$ cat config.mk
export PLATFORM = sky130hd
export DESIGN_NAME = stop_wait_frame_receiver
export DESIGN_NICKNAME = d
export VERILOG_FILES = /design/src/design/swfr_pkg.sv /design/src/design/stop_wait_frame_receiver.sv /design/src/design/swfr_regs.sv /design/src/design/swfr_front.sv /design/src/design/swfr_queue.sv /design/src/design/swfr_back.sv
export SDC_FILE = /design/constraint.sdc
export NUM_CORES = 1
export LEC_CHECK = 0
export BUFFER_PORTS_ARGS = -buffer_cell sky130_fd_sc_hd__buf_2
export CORE_MARGIN = 2
export CORE_UTILIZATION = 54
export CTS_CLUSTER_DIAMETER = 150
export DETAILED_ROUTE_END_ITERATION = 6
export PLACE_DENSITY = 0.77
export SLEW_MARGIN = 40
export SYNTH_ARGS = -nofsm -noshare
export SYNTH_HDL_FRONTEND = slang
export SYNTH_SLANG_ARGS = --single-unit
$ cat constraint.sdc
create_clock -name clk -period 3.2 [get_ports clk]
set_input_delay 0.16 -clock clk [delete_from_list [all_inputs] [get_ports clk]]
set_output_delay 0.16 -clock clk [all_outputs]
set_load 0.1 [all_outputs]
$ cat src/design/swfr_pkg.sv
`timescale 1ns / 1ps
// Shared types, constants and register map of the stop-and-wait frame receiver.
package swfr_pkg;

	localparam int unsigned MAX_PAYLOAD = 2048;
	// byte counter saturates at MAX_PAYLOAD + 2
	localparam int unsigned CNT_W = $clog2(MAX_PAYLOAD + 3);
	localparam logic [CNT_W-1:0] CNT_MAX = CNT_W'(MAX_PAYLOAD);
	localparam logic [CNT_W-1:0] CNT_LONG = CNT_W'(MAX_PAYLOAD + 1);
	localparam logic [CNT_W-1:0] CNT_SAT = CNT_W'(MAX_PAYLOAD + 2);
	localparam logic [CNT_W-1:0] CNT_MIN = CNT_W'(2);
	localparam int unsigned LEN_W = 12;

	// command queue, depth a power of two
	localparam int unsigned QDEPTH = 4;
	localparam int unsigned QIDX_W = $clog2(QDEPTH);

	localparam logic [7:0] CTRL_SEQ0 = 8'h00;
	localparam logic [7:0] CTRL_SEQ1 = 8'h40;
	localparam logic [7:0] STUFF_MASK = 8'h20;

	// position inside a reply frame
	localparam int unsigned POS_W = 3;
	localparam logic [POS_W-1:0] RB_OPEN = 3'd0;
	localparam logic [POS_W-1:0] RB_ADDR = 3'd1;
	localparam logic [POS_W-1:0] RB_CTRL = 3'd2;
	localparam logic [POS_W-1:0] RB_CHECK = 3'd3;
	localparam logic [POS_W-1:0] RB_CLOSE = 3'd4;

	localparam int unsigned NUM_REGS = 7;
	localparam int unsigned PADDR_W = $clog2(NUM_REGS * 4);
	localparam int unsigned PDATA_W = 32;

	typedef enum logic [2:0] {
		REG_FLAG = 3'd0,
		REG_ESCAPE = 3'd1,
		REG_CMD_ADDR = 3'd2,
		REG_REPLY_ADDR = 3'd3,
		REG_DISCONNECT = 3'd4,
		REG_READY = 3'd5,
		REG_REJECT = 3'd6
	} reg_idx_t;

	typedef enum logic [2:0] {
		PH_HUNT,
		PH_FLAG,
		PH_ADDR,
		PH_CTRL,
		PH_DATA,
		PH_ESC
	} phase_t;

	typedef enum logic [2:0] {
		ST_ACCEPTED = 3'd0,
		ST_BAD_CHECK = 3'd1,
		ST_DUPLICATE = 3'd2,
		ST_DISCONNECT = 3'd3,
		ST_BAD_SIZE = 3'd4
	} status_t;

	typedef struct packed {
		logic [7:0] flag;
		logic [7:0] escape;
		logic [7:0] cmd_addr;
		logic [7:0] reply_addr;
		logic [7:0] disconnect;
		logic [6:0] ready;
		logic [6:0] reject;
	} cfg_t;

	// one queued request: a payload byte or a whole reply frame
	typedef struct packed {
		logic is_reply;
		logic [7:0] data;
		status_t status;
		logic [LEN_W-1:0] len;
	} cmd_t;

endpackage

$ cat src/design/stop_wait_frame_receiver.sv
`timescale 1ns / 1ps
// Top level of the stop-and-wait frame receiver.
// Usage:
//   Raw line bytes enter on rx_byte with byte_valid; a byte is taken at a clock
//   edge where byte_valid is high and byte_stall is low. Results leave on the
//   result channel (kind, out_byte, last, frame_status, payload_length) with
//   result_valid and result_stall. Registers sit on the APB-style port at byte
//   address 4*i; write them only while the block is idle.
//   Payload bytes are forwarded one byte late, released by the next data byte,
//   via the request queue and the output register. A closing flag, duplicate
//   or disconnect control produces a five-byte reply, one byte per cycle while
//   result_stall is low. Input takes one byte per cycle while byte_stall is
//   low; the parser decides each byte in the cycle it is taken and a four-entry
//   request queue feeds the output sequencer, which drains one result per cycle
//   while result_stall is low. byte_stall rises only while that queue is full.
//   Reset: registers return to their default codes, the parser hunts for a
//   flag, the expected sequence is zero and the queue and output are empty.
//   A stalled result holds on the ports; requests pile up in the queue and
//   then input stalls.
module stop_wait_frame_receiver import swfr_pkg::*; (
	input logic clk,
	input logic arst_n,
	input logic psel,
	input logic penable,
	input logic pwrite,
	input logic [PADDR_W-1:0] paddr,
	input logic [PDATA_W-1:0] pwdata,
	output logic [PDATA_W-1:0] prdata,
	output logic pready,
	input logic byte_valid,
	output logic byte_stall,
	input logic [7:0] rx_byte,
	output logic result_valid,
	input logic result_stall,
	output logic kind,
	output logic [7:0] out_byte,
	output logic last,
	output logic [2:0] frame_status,
	output logic [LEN_W-1:0] payload_length
);

	cfg_t cfg;
	cmd_t front_cmd, head;
	logic front_valid, take, push, pop, q_full, q_empty;

	assign byte_stall = q_full;
	assign take = byte_valid && !byte_stall;
	assign push = front_valid;

	swfr_regs u_regs (
		.clk(clk),
		.arst_n(arst_n),
		.psel(psel),
		.penable(penable),
		.pwrite(pwrite),
		.paddr(paddr),
		.pwdata(pwdata),
		.prdata(prdata),
		.pready(pready),
		.cfg(cfg)
	);

	swfr_front u_front (
		.clk(clk),
		.arst_n(arst_n),
		.take(take),
		.rx_byte(rx_byte),
		.cfg(cfg),
		.cmd_valid(front_valid),
		.cmd(front_cmd)
	);

	swfr_queue u_queue (
		.clk(clk),
		.arst_n(arst_n),
		.push(push),
		.wdata(front_cmd),
		.pop(pop),
		.full(q_full),
		.empty(q_empty),
		.rdata(head)
	);

	swfr_back u_back (
		.clk(clk),
		.arst_n(arst_n),
		.head(head),
		.empty(q_empty),
		.cfg(cfg),
		.pop(pop),
		.result_stall(result_stall),
		.result_valid(result_valid),
		.kind(kind),
		.out_byte(out_byte),
		.last(last),
		.frame_status(frame_status),
		.payload_length(payload_length)
	);

endmodule

$ cat src/design/swfr_regs.sv
`timescale 1ns / 1ps
// Configuration register file behind the APB-style port.
module swfr_regs import swfr_pkg::*; (
	input logic clk,
	input logic arst_n,
	input logic psel,
	input logic penable,
	input logic pwrite,
	input logic [PADDR_W-1:0] paddr,
	input logic [PDATA_W-1:0] pwdata,
	output logic [PDATA_W-1:0] prdata,
	output logic pready,
	output cfg_t cfg
);

	cfg_t cfg_q;
	reg_idx_t idx;
	logic wr_en;

	assign pready = 1'b1;
	assign idx = reg_idx_t'(paddr[PADDR_W-1:2]);
	assign wr_en = psel && penable && pwrite && pready;
	assign cfg = cfg_q;

	always_ff @(posedge clk or negedge arst_n) begin
		if (!arst_n) begin
			cfg_q.flag <= 8'h7E;
			cfg_q.escape <= 8'h7D;
			cfg_q.cmd_addr <= 8'h03;
			cfg_q.reply_addr <= 8'h01;
			cfg_q.disconnect <= 8'h0B;
			cfg_q.ready <= 7'h05;
			cfg_q.reject <= 7'h01;
		end else if (wr_en) begin
			unique case (idx)
				REG_FLAG: cfg_q.flag <= pwdata[7:0];
				REG_ESCAPE: cfg_q.escape <= pwdata[7:0];
				REG_CMD_ADDR: cfg_q.cmd_addr <= pwdata[7:0];
				REG_REPLY_ADDR: cfg_q.reply_addr <= pwdata[7:0];
				REG_DISCONNECT: cfg_q.disconnect <= pwdata[7:0];
				REG_READY: cfg_q.ready <= pwdata[6:0];
				REG_REJECT: cfg_q.reject <= pwdata[6:0];
				default: ;
			endcase
		end
	end

	always_comb begin
		prdata = '0;
		unique case (idx)
			REG_FLAG: prdata = PDATA_W'(cfg_q.flag);
			REG_ESCAPE: prdata = PDATA_W'(cfg_q.escape);
			REG_CMD_ADDR: prdata = PDATA_W'(cfg_q.cmd_addr);
			REG_REPLY_ADDR: prdata = PDATA_W'(cfg_q.reply_addr);
			REG_DISCONNECT: prdata = PDATA_W'(cfg_q.disconnect);
			REG_READY: prdata = PDATA_W'(cfg_q.ready);
			REG_REJECT: prdata = PDATA_W'(cfg_q.reject);
			default: prdata = '0;
		endcase
	end

endmodule

$ cat src/design/swfr_front.sv
`timescale 1ns / 1ps
// Front end: header parser, destuffer, check and count, request generation.
module swfr_front import swfr_pkg::*; (
	input logic clk,
	input logic arst_n,
	input logic take,
	input logic [7:0] rx_byte,
	input cfg_t cfg,
	output logic cmd_valid,
	output cmd_t cmd
);

	phase_t phase_q, phase_d;
	logic seq_q;
	logic [7:0] held_q;
	logic held_valid_q;
	logic [7:0] check_q;
	logic [CNT_W-1:0] count_q;
	logic [7:0] ctrl_q;

	logic is_flag, is_esc, is_ctrl, is_dup, is_disc, hdr_ok;
	logic [7:0] data_byte;
	logic take_data, close, size_bad, good;

	assign is_flag = (rx_byte == cfg.flag);
	assign is_esc = (rx_byte == cfg.escape);
	assign is_ctrl = (rx_byte == CTRL_SEQ0) || (rx_byte == CTRL_SEQ1);
	assign is_dup = is_ctrl && (rx_byte[6] != seq_q);
	assign is_disc = !is_ctrl && !is_flag && (rx_byte == cfg.disconnect);
	assign hdr_ok = (rx_byte == (cfg.cmd_addr ^ ctrl_q));
	assign data_byte = (phase_q == PH_ESC) ? (rx_byte ^ STUFF_MASK) : rx_byte;
	assign take_data = take
		&& (((phase_q == PH_DATA) && !is_flag && !is_esc) || (phase_q == PH_ESC));
	assign close = take && (phase_q == PH_DATA) && is_flag;
	assign size_bad = (count_q < CNT_MIN) || (count_q > CNT_LONG);
	assign good = !size_bad && (check_q == 8'h00);

	always_comb begin
		phase_d = phase_q;
		unique case (phase_q)
			PH_HUNT: if (is_flag) phase_d = PH_FLAG;
			PH_FLAG: begin
				if (rx_byte == cfg.cmd_addr) phase_d = PH_ADDR;
				else if (!is_flag) phase_d = PH_HUNT;
			end
			PH_ADDR: begin
				if (is_ctrl) phase_d = is_dup ? PH_HUNT : PH_CTRL;
				else if (is_flag) phase_d = PH_FLAG;
				else phase_d = PH_HUNT;
			end
			PH_CTRL: begin
				if (hdr_ok) phase_d = PH_DATA;
				else if (is_flag) phase_d = PH_FLAG;
				else phase_d = PH_HUNT;
			end
			PH_DATA: begin
				if (is_flag) phase_d = PH_HUNT;
				else if (is_esc) phase_d = PH_ESC;
			end
			PH_ESC: phase_d = PH_DATA;
			default: phase_d = PH_HUNT;
		endcase
	end

	always_comb begin
		cmd_valid = 1'b0;
		cmd = '0;
		cmd.status = ST_ACCEPTED;
		if (take) begin
			unique case (phase_q)
				PH_ADDR: begin
					if (is_dup) begin
						cmd_valid = 1'b1;
						cmd.is_reply = 1'b1;
						cmd.data = {seq_q, cfg.ready};
						cmd.status = ST_DUPLICATE;
					end else if (is_disc) begin
						cmd_valid = 1'b1;
						cmd.is_reply = 1'b1;
						cmd.data = cfg.disconnect;
						cmd.status = ST_DISCONNECT;
					end
				end
				PH_DATA, PH_ESC: begin
					if (close) begin
						cmd_valid = 1'b1;
						cmd.is_reply = 1'b1;
						if (size_bad) begin
							cmd.data = {seq_q, cfg.reject};
							cmd.status = ST_BAD_SIZE;
						end else if (check_q != 8'h00) begin
							cmd.data = {seq_q, cfg.reject};
							cmd.status = ST_BAD_CHECK;
						end else begin
							cmd.data = {~seq_q, cfg.ready};
							cmd.status = ST_ACCEPTED;
							cmd.len = LEN_W'(count_q - CNT_W'(1));
						end
					end else if (take_data && held_valid_q && (count_q <= CNT_MAX)) begin
						// forward the byte held back one step
						cmd_valid = 1'b1;
						cmd.data = held_q;
					end
				end
				default: ;
			endcase
		end
	end

	always_ff @(posedge clk or negedge arst_n) begin
		if (!arst_n) begin
			phase_q <= PH_HUNT;
			seq_q <= 1'b0;
			held_q <= '0;
			held_valid_q <= 1'b0;
			check_q <= '0;
			count_q <= '0;
			ctrl_q <= '0;
		end else if (take) begin
			phase_q <= phase_d;
			if ((phase_q == PH_ADDR) && is_ctrl) ctrl_q <= rx_byte;
			if ((phase_q == PH_CTRL) && hdr_ok) begin
				check_q <= '0;
				count_q <= '0;
				held_valid_q <= 1'b0;
				held_q <= '0;
			end
			if (take_data) begin
				check_q <= check_q ^ data_byte;
				held_q <= data_byte;
				held_valid_q <= 1'b1;
				if (count_q < CNT_SAT) count_q <= count_q + CNT_W'(1);
			end
			if (close && good) seq_q <= ~seq_q;
		end
	end

endmodule

$ cat src/design/swfr_queue.sv
`timescale 1ns / 1ps
// Short request queue between the parser and the output sequencer.
module swfr_queue import swfr_pkg::*; (
	input logic clk,
	input logic arst_n,
	input logic push,
	input cmd_t wdata,
	input logic pop,
	output logic full,
	output logic empty,
	output cmd_t rdata
);

	cmd_t mem_q [QDEPTH];
	logic [QIDX_W-1:0] wr_q, rd_q;
	logic [QIDX_W:0] cnt_q;

	assign full = (cnt_q == (QIDX_W + 1)'(QDEPTH));
	assign empty = (cnt_q == '0);
	assign rdata = mem_q[rd_q];

	always_ff @(posedge clk) begin
		if (push) mem_q[wr_q] <= wdata;
	end

	always_ff @(posedge clk or negedge arst_n) begin
		if (!arst_n) begin
			wr_q <= '0;
			rd_q <= '0;
			cnt_q <= '0;
		end else begin
			if (push) wr_q <= wr_q + QIDX_W'(1);
			if (pop) rd_q <= rd_q + QIDX_W'(1);
			if (push && !pop) cnt_q <= cnt_q + (QIDX_W + 1)'(1);
			else if (pop && !push) cnt_q <= cnt_q - (QIDX_W + 1)'(1);
		end
	end

	a_no_overflow: assert property (@(posedge clk) disable iff (!arst_n)
		push |-> !full)
		else $error("request pushed into full queue");

	a_no_underflow: assert property (@(posedge clk) disable iff (!arst_n)
		pop |-> !empty)
		else $error("request popped from empty queue");

	a_count_bound: assert property (@(posedge clk) disable iff (!arst_n)
		cnt_q <= (QIDX_W + 1)'(QDEPTH))
		else $error("queue fill count out of range");

endmodule

$ cat src/design/swfr_back.sv
`timescale 1ns / 1ps
// Back end: expands requests into result bytes and holds the output register.
module swfr_back import swfr_pkg::*; (
	input logic clk,
	input logic arst_n,
	input cmd_t head,
	input logic empty,
	input cfg_t cfg,
	output logic pop,
	input logic result_stall,
	output logic result_valid,
	output logic kind,
	output logic [7:0] out_byte,
	output logic last,
	output logic [2:0] frame_status,
	output logic [LEN_W-1:0] payload_length
);

	logic [POS_W-1:0] pos_q;
	logic valid_q;
	logic kind_q, last_q;
	logic [7:0] byte_q;
	logic [2:0] status_q;
	logic [LEN_W-1:0] len_q;

	logic load, issue, at_close;
	logic [7:0] reply_byte;

	assign load = !valid_q || !result_stall;
	assign issue = load && !empty;
	assign at_close = (pos_q == RB_CLOSE);
	assign pop = issue && (!head.is_reply || at_close);

	always_comb begin
		case (pos_q)
			RB_OPEN: reply_byte = cfg.flag;
			RB_ADDR: reply_byte = cfg.reply_addr;
			RB_CTRL: reply_byte = head.data;
			RB_CHECK: reply_byte = cfg.reply_addr ^ head.data;
			default: reply_byte = cfg.flag;
		endcase
	end

	always_ff @(posedge clk or negedge arst_n) begin
		if (!arst_n) begin
			pos_q <= RB_OPEN;
			valid_q <= 1'b0;
		end else if (load) begin
			valid_q <= !empty;
			if (issue && head.is_reply) pos_q <= at_close ? RB_OPEN : pos_q + POS_W'(1);
		end
	end

	always_ff @(posedge clk) begin
		if (issue) begin
			kind_q <= head.is_reply;
			if (head.is_reply) begin
				byte_q <= reply_byte;
				last_q <= at_close;
				status_q <= at_close ? head.status : ST_ACCEPTED;
				len_q <= at_close ? head.len : '0;
			end else begin
				// hold payload byte, status fields stay zero
				byte_q <= head.data;
				last_q <= 1'b0;
				status_q <= ST_ACCEPTED;
				len_q <= '0;
			end
		end
	end

	assign result_valid = valid_q;
	assign kind = kind_q;
	assign out_byte = byte_q;
	assign last = last_q;
	assign frame_status = status_q;
	assign payload_length = len_q;

endmodule
# Word level (Yosys, flattened, before mapping)
# Memories as Yosys holds them, arrays and structs flattened.
# Cells that the tools add are included.
[word_totals] reg_bits=131 ram_bits=96 in_bits=52 output_inout_bits=60 word_cells=173 n_memories=1
[op_classes] addsub=7 n_lt_le_gt_ge=4 n_eq_ne=26 mux=46 bitwise_logic=5 n_reduce_logical=60
[mem_list] memory="u_queue.mem_q" words=4 word_bits=24 rd=1 rd_ports_with_merged_regs=0 write_ports=1 line_no="swfr_queue.sv:14" text="cmd_t mem_q [QDEPTH];"
[op_table] op="two-way mux 12 bit" n=8
[op_table] op="case mux 8 bit (7 select lines)" n=1
[op_table] op="two-way mux 8 bit" n=6
[op_table] op="== test 8 bit" n=5
[op_table] op="two-way mux 3 bit" n=10
[op_table] op="two-way mux 24 bit" n=1
[op_table] op="case mux 12 bit (2 select lines)" n=1
[op_table] op="case mux 8 bit (3 select lines)" n=1
[op_table] op="AND reduction 2 bit" n=12
[op_table] op="XOR 8 bit" n=3
[op_table] op="logical AND 1 bit" n=22
[op_table] op="two-way mux 11 bit" n=2
[op_table] op="== test 3 bit (second input constant)" n=7
[op_table] op="== test 3 x 2 -> 1 bit (second input constant)" n=6
[op_table] op="case mux 3 bit (6 select lines)" n=1
[op_table] op="logical NOT 8 bit" n=2
[op_table] op="two-way mux 15 bit" n=1
[op_table] op="adder 12 x 1 -> 12 bit (second input constant)" n=1
[op_table] op="> comparator 12 bit (second input constant)" n=1
[op_table] op="less-or-equal comparator 12 bit (second input constant)" n=1
[op_table] op="less-than comparator 12 bit (second input constant)" n=1
[op_table] op="less-than comparator 12 x 2 -> 1 bit (second input constant)" n=1
[op_table] op="subtractor 12 x 1 -> 12 bit (second input constant)" n=1
[op_table] op="logical NOT 1 bit" n=11
[op_table] op="20 further kinds" n=42

# Logic depth before layout (Yosys ltp)
# Gate-level depths: netlist (run 1).
[logic_depth] ltp_word=16 mapped_depth=13

# Modules after synthesis
# A second synthesis (run 1) with hierarchy kept.
[hier_totals] hier_cells=867 area_unflattened_um2=11755.0
[by_module_without_submodules] module="swfr_queue" n_inst=1 cells_per_inst=160 area_each_um2=3902.5 seq_area_each_um2=3057.9
[by_module_without_submodules] module="swfr_front" n_inst=1 cells_per_inst=374 area_each_um2=3493.4 seq_area_each_um2=1026.0
[by_module_without_submodules] module="swfr_regs" n_inst=1 cells_per_inst=217 area_each_um2=2841.5 seq_area_each_um2=1377.6
[by_module_without_submodules] module="swfr_back" n_inst=1 cells_per_inst=115 area_each_um2=1503.9 seq_area_each_um2=850.8
[by_module_without_submodules] module="stop_wait_frame_receiver" n_inst=1 cells_per_inst=1 area_each_um2=13.8 seq_area_each_um2=0.0

# Least setup slack after synthesis (run 1)
# Ideal clock, no wire load.
[synth_path] path_kind="reg-to-reg" startpoint="register u_queue.cnt_q[0]" endpoint="register u_queue.cnt_q[1]" setup_time_ns=0.125 t_arrival_ns=4.860 required_time_ns=3.075 path_slack_ns=-1.784 stages_incl_launch_ff=11 n_path_buf=0 synth_period_minus_slack_ns=4.984 cell_sequence="dfrtp_1 -> nor3b_1 -> nor2b_1 -> nand2_1 -> or3_1 -> nor3b_1 -> a21oi_2 -> ha_1 -> inv_1 -> fa_1 -> mux2_2"
[synth_via] elab_chain_cells=13
[synth_rtl] element="start: declaration" line_no="swfr_queue.sv:16" text="logic [QIDX_W:0] cnt_q;"
[synth_rtl] element="start signal: assignment" line_no="swfr_queue.sv:34" text="if (push && !pop) cnt_q <= cnt_q + (QIDX_W + 1)'(1);"
[synth_rtl] element="start signal: assignment" line_no="swfr_queue.sv:35" text="else if (pop && !push) cnt_q <= cnt_q - (QIDX_W + 1)'(1);"
[synth_rtl] element="== test 3 bit *" line_no="swfr_queue.sv:18" text="assign full = (cnt_q == (QIDX_W + 1)'(QDEPTH));"
[synth_rtl] element="net byte_stall" line_no="stop_wait_frame_receiver.sv:31" text="output logic byte_stall,"
[synth_rtl] element="logical NOT 1 bit *" line_no="stop_wait_frame_receiver.sv:47" text="assign take = byte_valid && !byte_stall;"
[synth_rtl] element="logical AND 1 bit *" line_no="stop_wait_frame_receiver.sv:47"
[synth_rtl] element="logical AND 1 bit" line_no="swfr_front.sv:33" text="&& (((phase_q == PH_DATA) && !is_flag && !is_esc) || (phase_q == PH_ESC));"
[synth_rtl] element="logical AND 1 bit (2 in a row)" line_no="swfr_front.sv:99" text="end else if (take_data && held_valid_q && (count_q <= CNT_MAX)) begin"
[synth_rtl] element="two-way mux 1 bit" line_no="swfr_front.sv:99"
[synth_rtl] element="two-way mux 1 bit" line_no="swfr_front.sv:85" text="if (close) begin"
[synth_rtl] element="case mux 1 bit (2 select lines)" line_no="swfr_front.sv:70" text="unique case (phase_q)"
[synth_rtl] element="two-way mux 1 bit *" line_no="swfr_front.sv:69" text="if (take) begin"
[synth_rtl] element="net front_valid" line_no="stop_wait_frame_receiver.sv:44" text="logic front_valid, take, push, pop, q_full, q_empty;"
[synth_rtl] element="logical NOT 1 bit" line_no="swfr_queue.sv:35"
[synth_rtl] element="logical AND 1 bit" line_no="swfr_queue.sv:35"
[synth_rtl] element="nonzero test 2 bit (no line)"
# Mark *: on every way through the listed nets, which the timed path passes. The rest lies on a longest branch. The select of a mux whose other input is x is not followed.
# A chain may end at the register's enable or synchronous reset.

==> flow_metrics.env, run 1 <==
export IMPL_status="finished clean"
export IMPL_insertedDiodeCount=0
export IMPL_endpoint_kind="flip-flop"
export IMPL_core_sq_um=20100
export IMPL_grt_max_degree=55
export IMPL_yosysTopAreaCellShare=0.330
export IMPL_worstHoldPathType="primary input to flip-flop"
export IMPL_rr_endpoint="u_queue.mem_q[1][15]"
export IMPL_grt_pass1_vias=7007
export IMPL_yosysMostFrequentCell="edfxtp_1"
export IMPL_layout_drive_gt1_share=0.291
export IMPL_crit_required_ns=3.45
export IMPL_finalCritPeriodShare=0.955
export IMPL_synth_area_leader_cell="edfxtp_1"
export IMPL_async_flop_share=0.467
export IMPL_dieArea_sq_um=21500
export IMPL_worstSkewPairLatency_ns=0.52
export IMPL_grt_pass1_wl_microns=38600
export IMPL_ys_types=55
export IMPL_antenna_found_initial=0
export IMPL_boundaryPins=112
export IMPL_die_w_microns=147
export IMPL_ir_drop_v=0.000416
export IMPL_io_buffer_count=60
export IMPL_cts_sinks=227
export IMPL_vias_per_cell=5.85
export IMPL_cpPeakStageDelay_ns=0.82
export IMPL_cp_top_family="compound AO/OA/AOI/OAI gates"
export IMPL_r2r_slack_ns=0.14
export IMPL_tightest_slew_ns=0.841
export IMPL_dp_hpwl_microns=17300
export IMPL_path_cells="nor4_1 -> nand2_1 -> o41ai_4 -> mux2i_1 -> o211ai_1"
export IMPL_finalSetupViolations=0
export IMPL_drv_cap=0
export IMPL_power_density_nw_per_um2=837
export IMPL_synth_area_per_cell_sq_um=13.2
export IMPL_cp_slowest_cell="o41ai_4"
export IMPL_synth_seq_cells=227
export IMPL_cts_clk_slew_worst_paths_ns=0.06
export IMPL_grt_overflow=0
export IMPL_fin_skew_ns=0.0242
export IMPL_crit_end="u_queue.mem_q[1][15]"
export IMPL_cts_buffers=24
export IMPL_ys_top_cells_by_count="edfxtp_1 (121), dfrtp_1 (85), mux2_2 (65)"
export IMPL_place_gp_congestion=0.912
export IMPL_finalHoldViolCount=0
export IMPL_synth_seq_area_share=0.574
export IMPL_synthToLayoutAreaGrowth_pct=15.1
export IMPL_wl_microns=24300
export IMPL_ys_warn_count=0
export IMPL_max_freq_mhz=327
export IMPL_synth_area_sq_um=11000
export IMPL_critPathKind="flip-flop to flip-flop"
export IMPL_critPathLaunchType="flip-flop"
export IMPL_die_h_microns=147
export IMPL_synth_top_cells_by_area="edfxtp_1 (33%), dfrtp_1 (19%), mux2_2 (6.7%)"
export IMPL_htreeDepth=1
export IMPL_dp_cells=1168
export IMPL_clockRootBuffer="clkbuf_16"
export IMPL_path_buf_inv=0
export IMPL_instances_no_fill=1218
export IMPL_fp_row_count=52
export IMPL_cp_arrival_ns=3.31
export IMPL_initial_core_util=0.547
export IMPL_post_route_drc_count=0
export IMPL_cts_tree="built"
export IMPL_fillers=1490
export IMPL_antenna_left=0
export IMPL_slew_headroom=0.438
export IMPL_synth_edf_count=121
export IMPL_drt_iter0_markers=749
export IMPL_synthFlopType="edfxtp_1"
export IMPL_total_power_mw=10.6
export IMPL_clk_path_buf_depth=3
export IMPL_wire_per_inst_microns=20.0
export IMPL_hold_ws_ns=0.0188
export IMPL_path_max_fanout=8
export IMPL_final_nets=996
export IMPL_dr_pass1_iters=5
export IMPL_netlist_instances=831
export IMPL_drv_slew=0
export IMPL_min_period_ns=3.06
export IMPL_rsz0062_at_grt="no"
export IMPL_via_count=7126
export IMPL_cp_depth=5
export IMPL_rr_worst_depth=5
export IMPL_grt_use_total=0.229
export IMPL_crit_start="u_front.check_q[2]"
export IMPL_rr_startpoint="u_front.check_q[2]"
export IMPL_p_leak_nw=5.27
-- final cells by class --
cell class                 count  area (sq um)  area share
multi-input combinational    548          4410       0.348
timing repair buffer         110           706      0.0557
clock inverter                 9           120     0.00949
clock buffer                  35           704      0.0556
sequential                   227          6310       0.499
tap                          270           338      0.0267
inverter                      19          71.3     0.00563
-- cell families (layout without fill, tap and decap cells) --
logic type / Yosys count / after routing / synth area share
buf+inv: 79 / 173 / 0.0380
simple gates: 212 / 212 / 0.0961
flops: 227 / 227 / 0.574
compound gates: 119 / 119 / 0.0699
fa+ha+maj: 14 / 14 / 0.0166
xor+xnor: 60 / 60 / 0.0553
other cells: 2 / 25 / 0.000683
mux: 118 / 118 / 0.149
-- layer usage --
metal	vias up	part of all wire	routed length, microns	GRT usage
met3	43	0.072	1740	0.0407
li1	3212	-	-	-
met4	0	0.020	495	0.0641
met5	-	0	0	0
met1	3567	0.44	10600	0.329
met2	304	0.47	11500	0.365
-- metrics by stage --
stage | worst slack (ns) | setup TNS [ns] | utilization | area, sq um
after floorplan | -0.145 | -0.145 | - | 11100
after global placement | 0.158 | 0 | 0.584 | 11700
after detailed placement | 0.0829 | 0 | 0.584 | 11700
after CTS | 0.0428 | 0 | 0.628 | 12600
after global routing | 0.00462 | 0 | 0.630 | 12700
final | 0.143 | 0 | 0.630 | 12700
-- registers in the layout, summed over array words and instances, names as in the netlist --
name	flops
u_front.count_q	12
u_back.pos_q	3
u_front.check_q	8
u_queue.cnt_q	3
u_front.seq_q	1
u_queue.rd_q	2
u_front.held_q	8
u_back.payload_length	12
u_queue.mem_q	96
u_back.result_valid	1
u_regs.cfg	54
u_back.kind	1
u_back.frame_status	3
u_front.ctrl_q	8
u_front.held_valid_q	1
u_front.phase_q	3
u_back.last	1
u_back.out_byte	8
u_queue.wr_q	2
-- worst register-to-register path: stages (launching register included) --
cell and delay, ns:
dfrtp_1 0.39, nor4_1 0.69, nand2_1 0.27, o41ai_4 0.82, mux2i_1 0.18, o211ai_1 0.45
-- placed cells by master (no fill, tap or decap), types with 10 or more instances in the layout --
| master | n |
|---|---|
| edfxtp_1 | 121 |
| dfrtp_1 | 85 |
| mux2_2 | 65 |
| nand2_1 | 59 |
| buf_2 | 59 |
| buf_4 | 44 |
| nor2_1 | 43 |
| o21ai_0 | 41 |
| xor2_1 | 36 |
| mux4_2 | 30 |
| nor2b_1 | 28 |
| clkbuf_16 | 26 |
| conb_1 | 25 |
| mux2i_1 | 22 |
| dfstp_2 | 21 |
| inv_1 | 19 |
| xnor2_1 | 18 |
| nor3_1 | 17 |
| a22oi_1 | 15 |
| a21oi_1 | 12 |
| ha_1 | 12 |
| o211ai_1 | 10 |
-- how the worst min path moves through the flow --
stage | from | to | slack, ns | cells after the start
floorplan | arst_n | u_back.pos_q[0] | -0.14 | 0
global route | pwdata[3] | u_regs.cfg[3] | 0.02 | 2
finish | pwdata[3] | u_regs.cfg[3] | 0.02 | 2
detailed placement | arst_n | u_back.pos_q[1] | 0.27 | 1
CTS | pwdata[3] | u_regs.cfg[3] | 0.002 | 2
global placement | arst_n | u_back.pos_q[1] | 0.26 | 1
-- where the power goes --
part	internal [mW]	total [mW]	leakage (nW)	switching (mW)
sequential	3.63	4.10	2.57	0.475
combinational	1.17	3.63	2.30	2.46
clock	1.77	2.86	0.403	1.09
total	6.57	10.6	5.27	4.03
-- repair_timing --
action,4_1_cts,5_1_grt
buffers inserted,0,0
hold buffers,6,0
endpoints found under the setup margin,0,70
resized for setup,0,12
hold endpoints to repair,60,0
Note: power is estimated with default switching activity, not from simulation.
==> inputs of run 2 (changes only) <==
ABC_CLOCK_PERIOD_IN_PS = 3200   (was not set)
GPL_ROUTABILITY_DRIVEN = 0   (was not set)
MAX_ROUTING_LAYER = met4   (was not set)
==> run 2 against run 1 <==
Net effect:
- setup slack hardly changed
- sequential power hardly changed
- global-route usage is 0.74 points higher
- cell area stayed put
- non-clock buffer count stayed put
- register-to-register slack hardly changed
- via count is 1.2% lower
- first-iteration DRC count is 10% lower
- power hardly changed
- utilization stayed put
- wire length is 0.25% lower
- hold slack better by 0.0033 ns
- largest power group unchanged
- highest routed layer unchanged
==> flow_metrics.env, run 2 (same netlist as run 1, synthesis figures left out) <==
export IMPL_status="finished clean"
export IMPL_critPathLaunchType="flip-flop"
export IMPL_layout_common_cells="edfxtp_1 (121), dfrtp_1 (85), mux2_2 (65)"
export IMPL_post_route_drc_count=0
export IMPL_finalSetupViolations=0
export IMPL_vias_per_cell=5.78
export IMPL_layout_drive_gt1_share=0.291
export IMPL_p_leak_nw=5.27
export IMPL_worstSkewPairLatency_ns=0.52
export IMPL_finalHoldViolCount=0
export IMPL_dieArea_sq_um=21500
export IMPL_endpoint_kind="flip-flop"
export IMPL_cts_buffers=24
export IMPL_regMostFlops="u_queue.mem_q"
export IMPL_tightest_slew_ns=0.856
export IMPL_die_h_microns=147
export IMPL_multi_input_area_sq_um=4410
export IMPL_insertedDiodeCount=0
export IMPL_dp_cells=1168
export IMPL_fp_row_count=52
export IMPL_wl_microns=24300
export IMPL_core_sq_um=20100
export IMPL_total_power_mw=10.6
export IMPL_die_w_microns=147
export IMPL_clockRootBuffer="clkbuf_16"
export IMPL_path_max_fanout=8
export IMPL_initial_core_util=0.547
export IMPL_clk_path_buf_depth=3
export IMPL_grt_max_degree=55
export IMPL_slew_headroom=0.427
export IMPL_power_density_nw_per_um2=837
export IMPL_seqCellArea_sq_um=6310
export IMPL_min_period_ns=3.06
export IMPL_fillers=1490
export IMPL_final_common_cell="edfxtp_1"
export IMPL_grt_overflow=0
export IMPL_worstHoldPathType="primary input to flip-flop"
export IMPL_hold_ws_ns=0.0221
export IMPL_instances_no_fill=1218
export IMPL_path_buf_inv=0
export IMPL_setup_ws_ns=0.143
export IMPL_antenna_found_initial=0
export IMPL_dpl_instance_area_sq_um=11700
export IMPL_pre_cts_ws_ns=0.0829
export IMPL_cts_sinks=227
export IMPL_grt_pass1_wl_microns=38700
export IMPL_drt_iter0_markers=672
export IMPL_cts_tree="built"
export IMPL_wire_per_inst_microns=19.9
export IMPL_cp_top_family="compound AO/OA/AOI/OAI gates"
export IMPL_max_freq_mhz=327
export IMPL_boundaryPins=112
export IMPL_tns_ns=0
export IMPL_finalCritPeriodShare=0.955
export IMPL_fin_skew_ns=0.0211
export IMPL_fin_area_sq_um=12700
export IMPL_io_buffer_count=60
export IMPL_ir_drop_v=0.000415
export IMPL_htreeDepth=1
export IMPL_final_nets=996
export IMPL_via_count=7038
export IMPL_grt_use_total=0.237
export IMPL_largest_reg_flops=96
export IMPL_dp_hpwl_microns=17300
export IMPL_cpPeakStageDelay_ns=0.83
export IMPL_grt_pass1_vias=7001
export IMPL_crit_required_ns=3.46
export IMPL_postCtsSetupBuffers=0
export IMPL_dr_pass1_iters=6
export IMPL_rsz0062_at_grt="no"
export IMPL_fin_util=0.630
export IMPL_drv_slew=0
export IMPL_cts_clk_slew_worst_paths_ns=0.06
export IMPL_critPathKind="flip-flop to flip-flop"
export IMPL_cp_arrival_ns=3.31
export IMPL_antenna_left=0
export IMPL_path_cells="nor4_1 -> nand2_1 -> o41ai_4 -> mux2i_1 -> o211ai_1"
export IMPL_drv_cap=0
export IMPL_synthToLayoutAreaGrowth_pct=15.1
export IMPL_cp_slowest_cell="o41ai_4"
-- run 2: cell counts in the layout (fill, tap and decap cells not counted) --
Identical to the previous run, type by type.
-- run 2: layer usage --
metal  GRT usage  up-vias  routed length, microns
met4      0.0641        0                     465
met1       0.331     3498                   10500
li1            -     3211                       -
met2       0.365      287                   11400
met3      0.0401       42                    1840
met5           -        -                       0
-- run 2: power breakdown --
part           switching [mW]  total (mW)  internal (mW)
registers               0.473        4.10           3.63
logic                    2.46        3.63           1.17
clock network            1.10        2.86           1.77
-- run 2: timing repair --
item                                   CTS  global route
hold buffers                             6             0
gates resized for setup                  0            12
setup endpoints to repair                0            58
endpoints found under the hold margin   60             0
-- run 2: worst reg2reg max path, stage by stage (launching register included) --
cell	delay [ns]
dfrtp_1	0.39
nor4_1	0.70
nand2_1	0.27
o41ai_4	0.83
mux2i_1	0.18
o211ai_1	0.44
-- run 2: area by class of cell --
| class | count | area share |
|---|---|---|
| inverter | 19 | 0.00563 |
| sequential | 227 | 0.499 |
| tap | 270 | 0.0267 |
| timing repair buffer | 110 | 0.0557 |
| clock buffer | 35 | 0.0556 |
| clock inverter | 9 | 0.00949 |
| multi-input combinational | 548 | 0.348 |
-- run 2: final timing paths --
kind | start | end | slack (ns) | cells after the start
setup / recovery | u_front.check_q[2] | u_queue.mem_q[1][21] | 0.14 | 5
hold / removal | pwdata[3] | u_regs.cfg[3] | 0.02 | 2
setup reg to reg | u_front.check_q[2] | u_queue.mem_q[1][21] | 0.14 | 5
hold reg to reg | u_front.check_q[6] | u_front.check_q[6] | 0.48 | 1
max in group asynchronous | arst_n | u_regs.cfg[43] | 2.13 | 3
min in group asynchronous | arst_n | u_back.pos_q[1] | 0.24 | 2
==> inputs of run 3 (changes only) <==
RECOVER_POWER = 25   (was not set)
==> run 3 against run 2 <==
Net effect:
- setup slack improved by 0.0053 ns
- global-route usage unchanged
- clock skew decreased by 0.0014 ns
- power about the same
- die area unchanged
- non-clock buffer count unchanged
- sequential cell count unchanged
- clock-buffer cell count unchanged
- clock power about the same
- utilization decreased by 0.13 points
- critical path type unchanged
==> flow_metrics.env, run 3 (same netlist as run 1, synthesis figures left out) <==
export IMPL_fp_row_count=52
export IMPL_clk_path_buf_depth=3
export IMPL_cp_slowest_cell="o41ai_4"
export IMPL_grt_overflow=0
export IMPL_htreeDepth=1
export IMPL_clockRootBuffer="clkbuf_16"
export IMPL_die_h_microns=147
export IMPL_finalCritPeriodShare=0.954
export IMPL_drv_cap=0
export IMPL_min_period_ns=3.05
export IMPL_finalSetupViolations=0
export IMPL_layout_common_cells="edfxtp_1 (121), dfrtp_1 (85), mux2_2 (65)"
export IMPL_worstSkewPairLatency_ns=0.52
export IMPL_antenna_found_initial=0
export IMPL_dieArea_sq_um=21500
export IMPL_ir_drop_v=0.000412
export IMPL_fin_skew_ns=0.0198
export IMPL_grt_max_degree=55
export IMPL_p_leak_nw=5.26
export IMPL_power_density_nw_per_um2=838
export IMPL_boundaryPins=112
export IMPL_cpPeakStageDelay_ns=0.82
export IMPL_finalHoldViolCount=0
export IMPL_core_sq_um=20100
export IMPL_path_buf_inv=0
export IMPL_endpoint_kind="flip-flop"
export IMPL_critPathKind="flip-flop to flip-flop"
export IMPL_cts_buffers=24
export IMPL_cp_arrival_ns=3.30
export IMPL_critPathLaunchType="flip-flop"
export IMPL_initial_core_util=0.547
export IMPL_slew_headroom=0.0469
export IMPL_antenna_left=0
export IMPL_cts_sinks=227
export IMPL_grt_pass1_vias=7001
export IMPL_regMostFlops="u_queue.mem_q"
export IMPL_cts_clk_slew_worst_paths_ns=0.06
export IMPL_synthToLayoutAreaGrowth_pct=14.9
export IMPL_grt_pass1_wl_microns=38700
export IMPL_wire_per_inst_microns=19.9
export IMPL_tightest_slew_ns=1.43
export IMPL_worstHoldPathType="primary input to flip-flop"
export IMPL_rsz0062_at_grt="no"
export IMPL_pre_cts_ws_ns=0.0829
export IMPL_vias_per_cell=5.81
export IMPL_total_power_mw=10.6
export IMPL_drv_slew=0
export IMPL_setup_ws_ns=0.148
export IMPL_dr_pass1_iters=6
export IMPL_cp_top_family="compound AO/OA/AOI/OAI gates"
export IMPL_largest_reg_flops=96
export IMPL_post_route_drc_count=0
export IMPL_final_common_cell="edfxtp_1"
export IMPL_drt_iter0_markers=734
export IMPL_fillers=1495
export IMPL_dp_hpwl_microns=17300
export IMPL_max_freq_mhz=328
export IMPL_via_count=7076
export IMPL_cts_tree="built"
export IMPL_path_max_fanout=8
export IMPL_die_w_microns=147
export IMPL_grt_use_total=0.237
export IMPL_insertedDiodeCount=0
export IMPL_wl_microns=24300
export IMPL_layout_drive_gt1_share=0.288
export IMPL_path_cells="nor4_1 -> nand2_1 -> o41ai_4 -> mux2i_1 -> o211ai_1"
export IMPL_final_nets=996
export IMPL_io_buffer_count=60
export IMPL_postCtsSetupBuffers=0
export IMPL_status="finished clean"
export IMPL_crit_required_ns=3.45
## run 3: cell types whose count changed in the layout (fill, tap and decap cells not counted), sizes merged
cell,previous run,this run
buf,104,99
clkbuf,35,40
## run 3: through the flow
stage               utilization  area (sq um)  setup TNS, ns  hold WS, ns  std cells
finish                    0.629         12600              0       0.0192       1218
global route              0.629         12600              0       0.0166       1218
CTS                       0.628         12600              0      0.00246       1218
detailed placement        0.584         11700              0        0.269       1168
global placement          0.584         11700              0        0.260       1168
floorplan                     -         11100         -0.145       -0.136        854
## run 3: worst paths after layout
check                                        start                   end  slack, ns  cells after the start
worst max-delay path            u_front.check_q[2]  u_queue.mem_q[0][17]       0.15                      5
worst min-delay path                     pwdata[3]         u_regs.cfg[3]       0.02                      2
worst max register to register  u_front.check_q[2]  u_queue.mem_q[0][17]       0.15                      5
worst min register to register  u_front.check_q[7]    u_front.check_q[7]       0.48                      1
max in group asynchronous                   arst_n   u_front.count_q[10]       0.65                      3
min in group asynchronous                   arst_n       u_back.pos_q[1]       0.50                      2
## run 3: final cells by class
type                    count  area [sq um]  area share
clock buffers              35           704      0.0557
clock inverters             9           120     0.00951
inverters                  19          71.3     0.00564
multi-input cells         548          4410       0.349
flip-flops and latches    227          6310       0.500
well taps                 270           338      0.0267
repair buffers            110           679      0.0538
## run 3: timing repair
item / in CTS / in global routing
resized for setup: 0 / 12
endpoints found under the hold margin: 60 / 0
endpoints found under the setup margin: 0 / 58
hold buffers: 6 / 0
## run 3: power by group
part	total, mW	switching [mW]	internal, mW
Sequential	4.10	0.475	3.63
Combinational	3.62	2.46	1.17
Clock	2.86	1.09	1.77
## run 3: routing by layer
metal / up-vias / GRT usage / part of all wire
li1: 3207 / - / -
met2: 269 / 0.365 / 0.47
met3: 44 / 0.0401 / 0.069
met1: 3556 / 0.331 / 0.44
met5: - / - / 0
met4: 0 / 0.0641 / 0.020
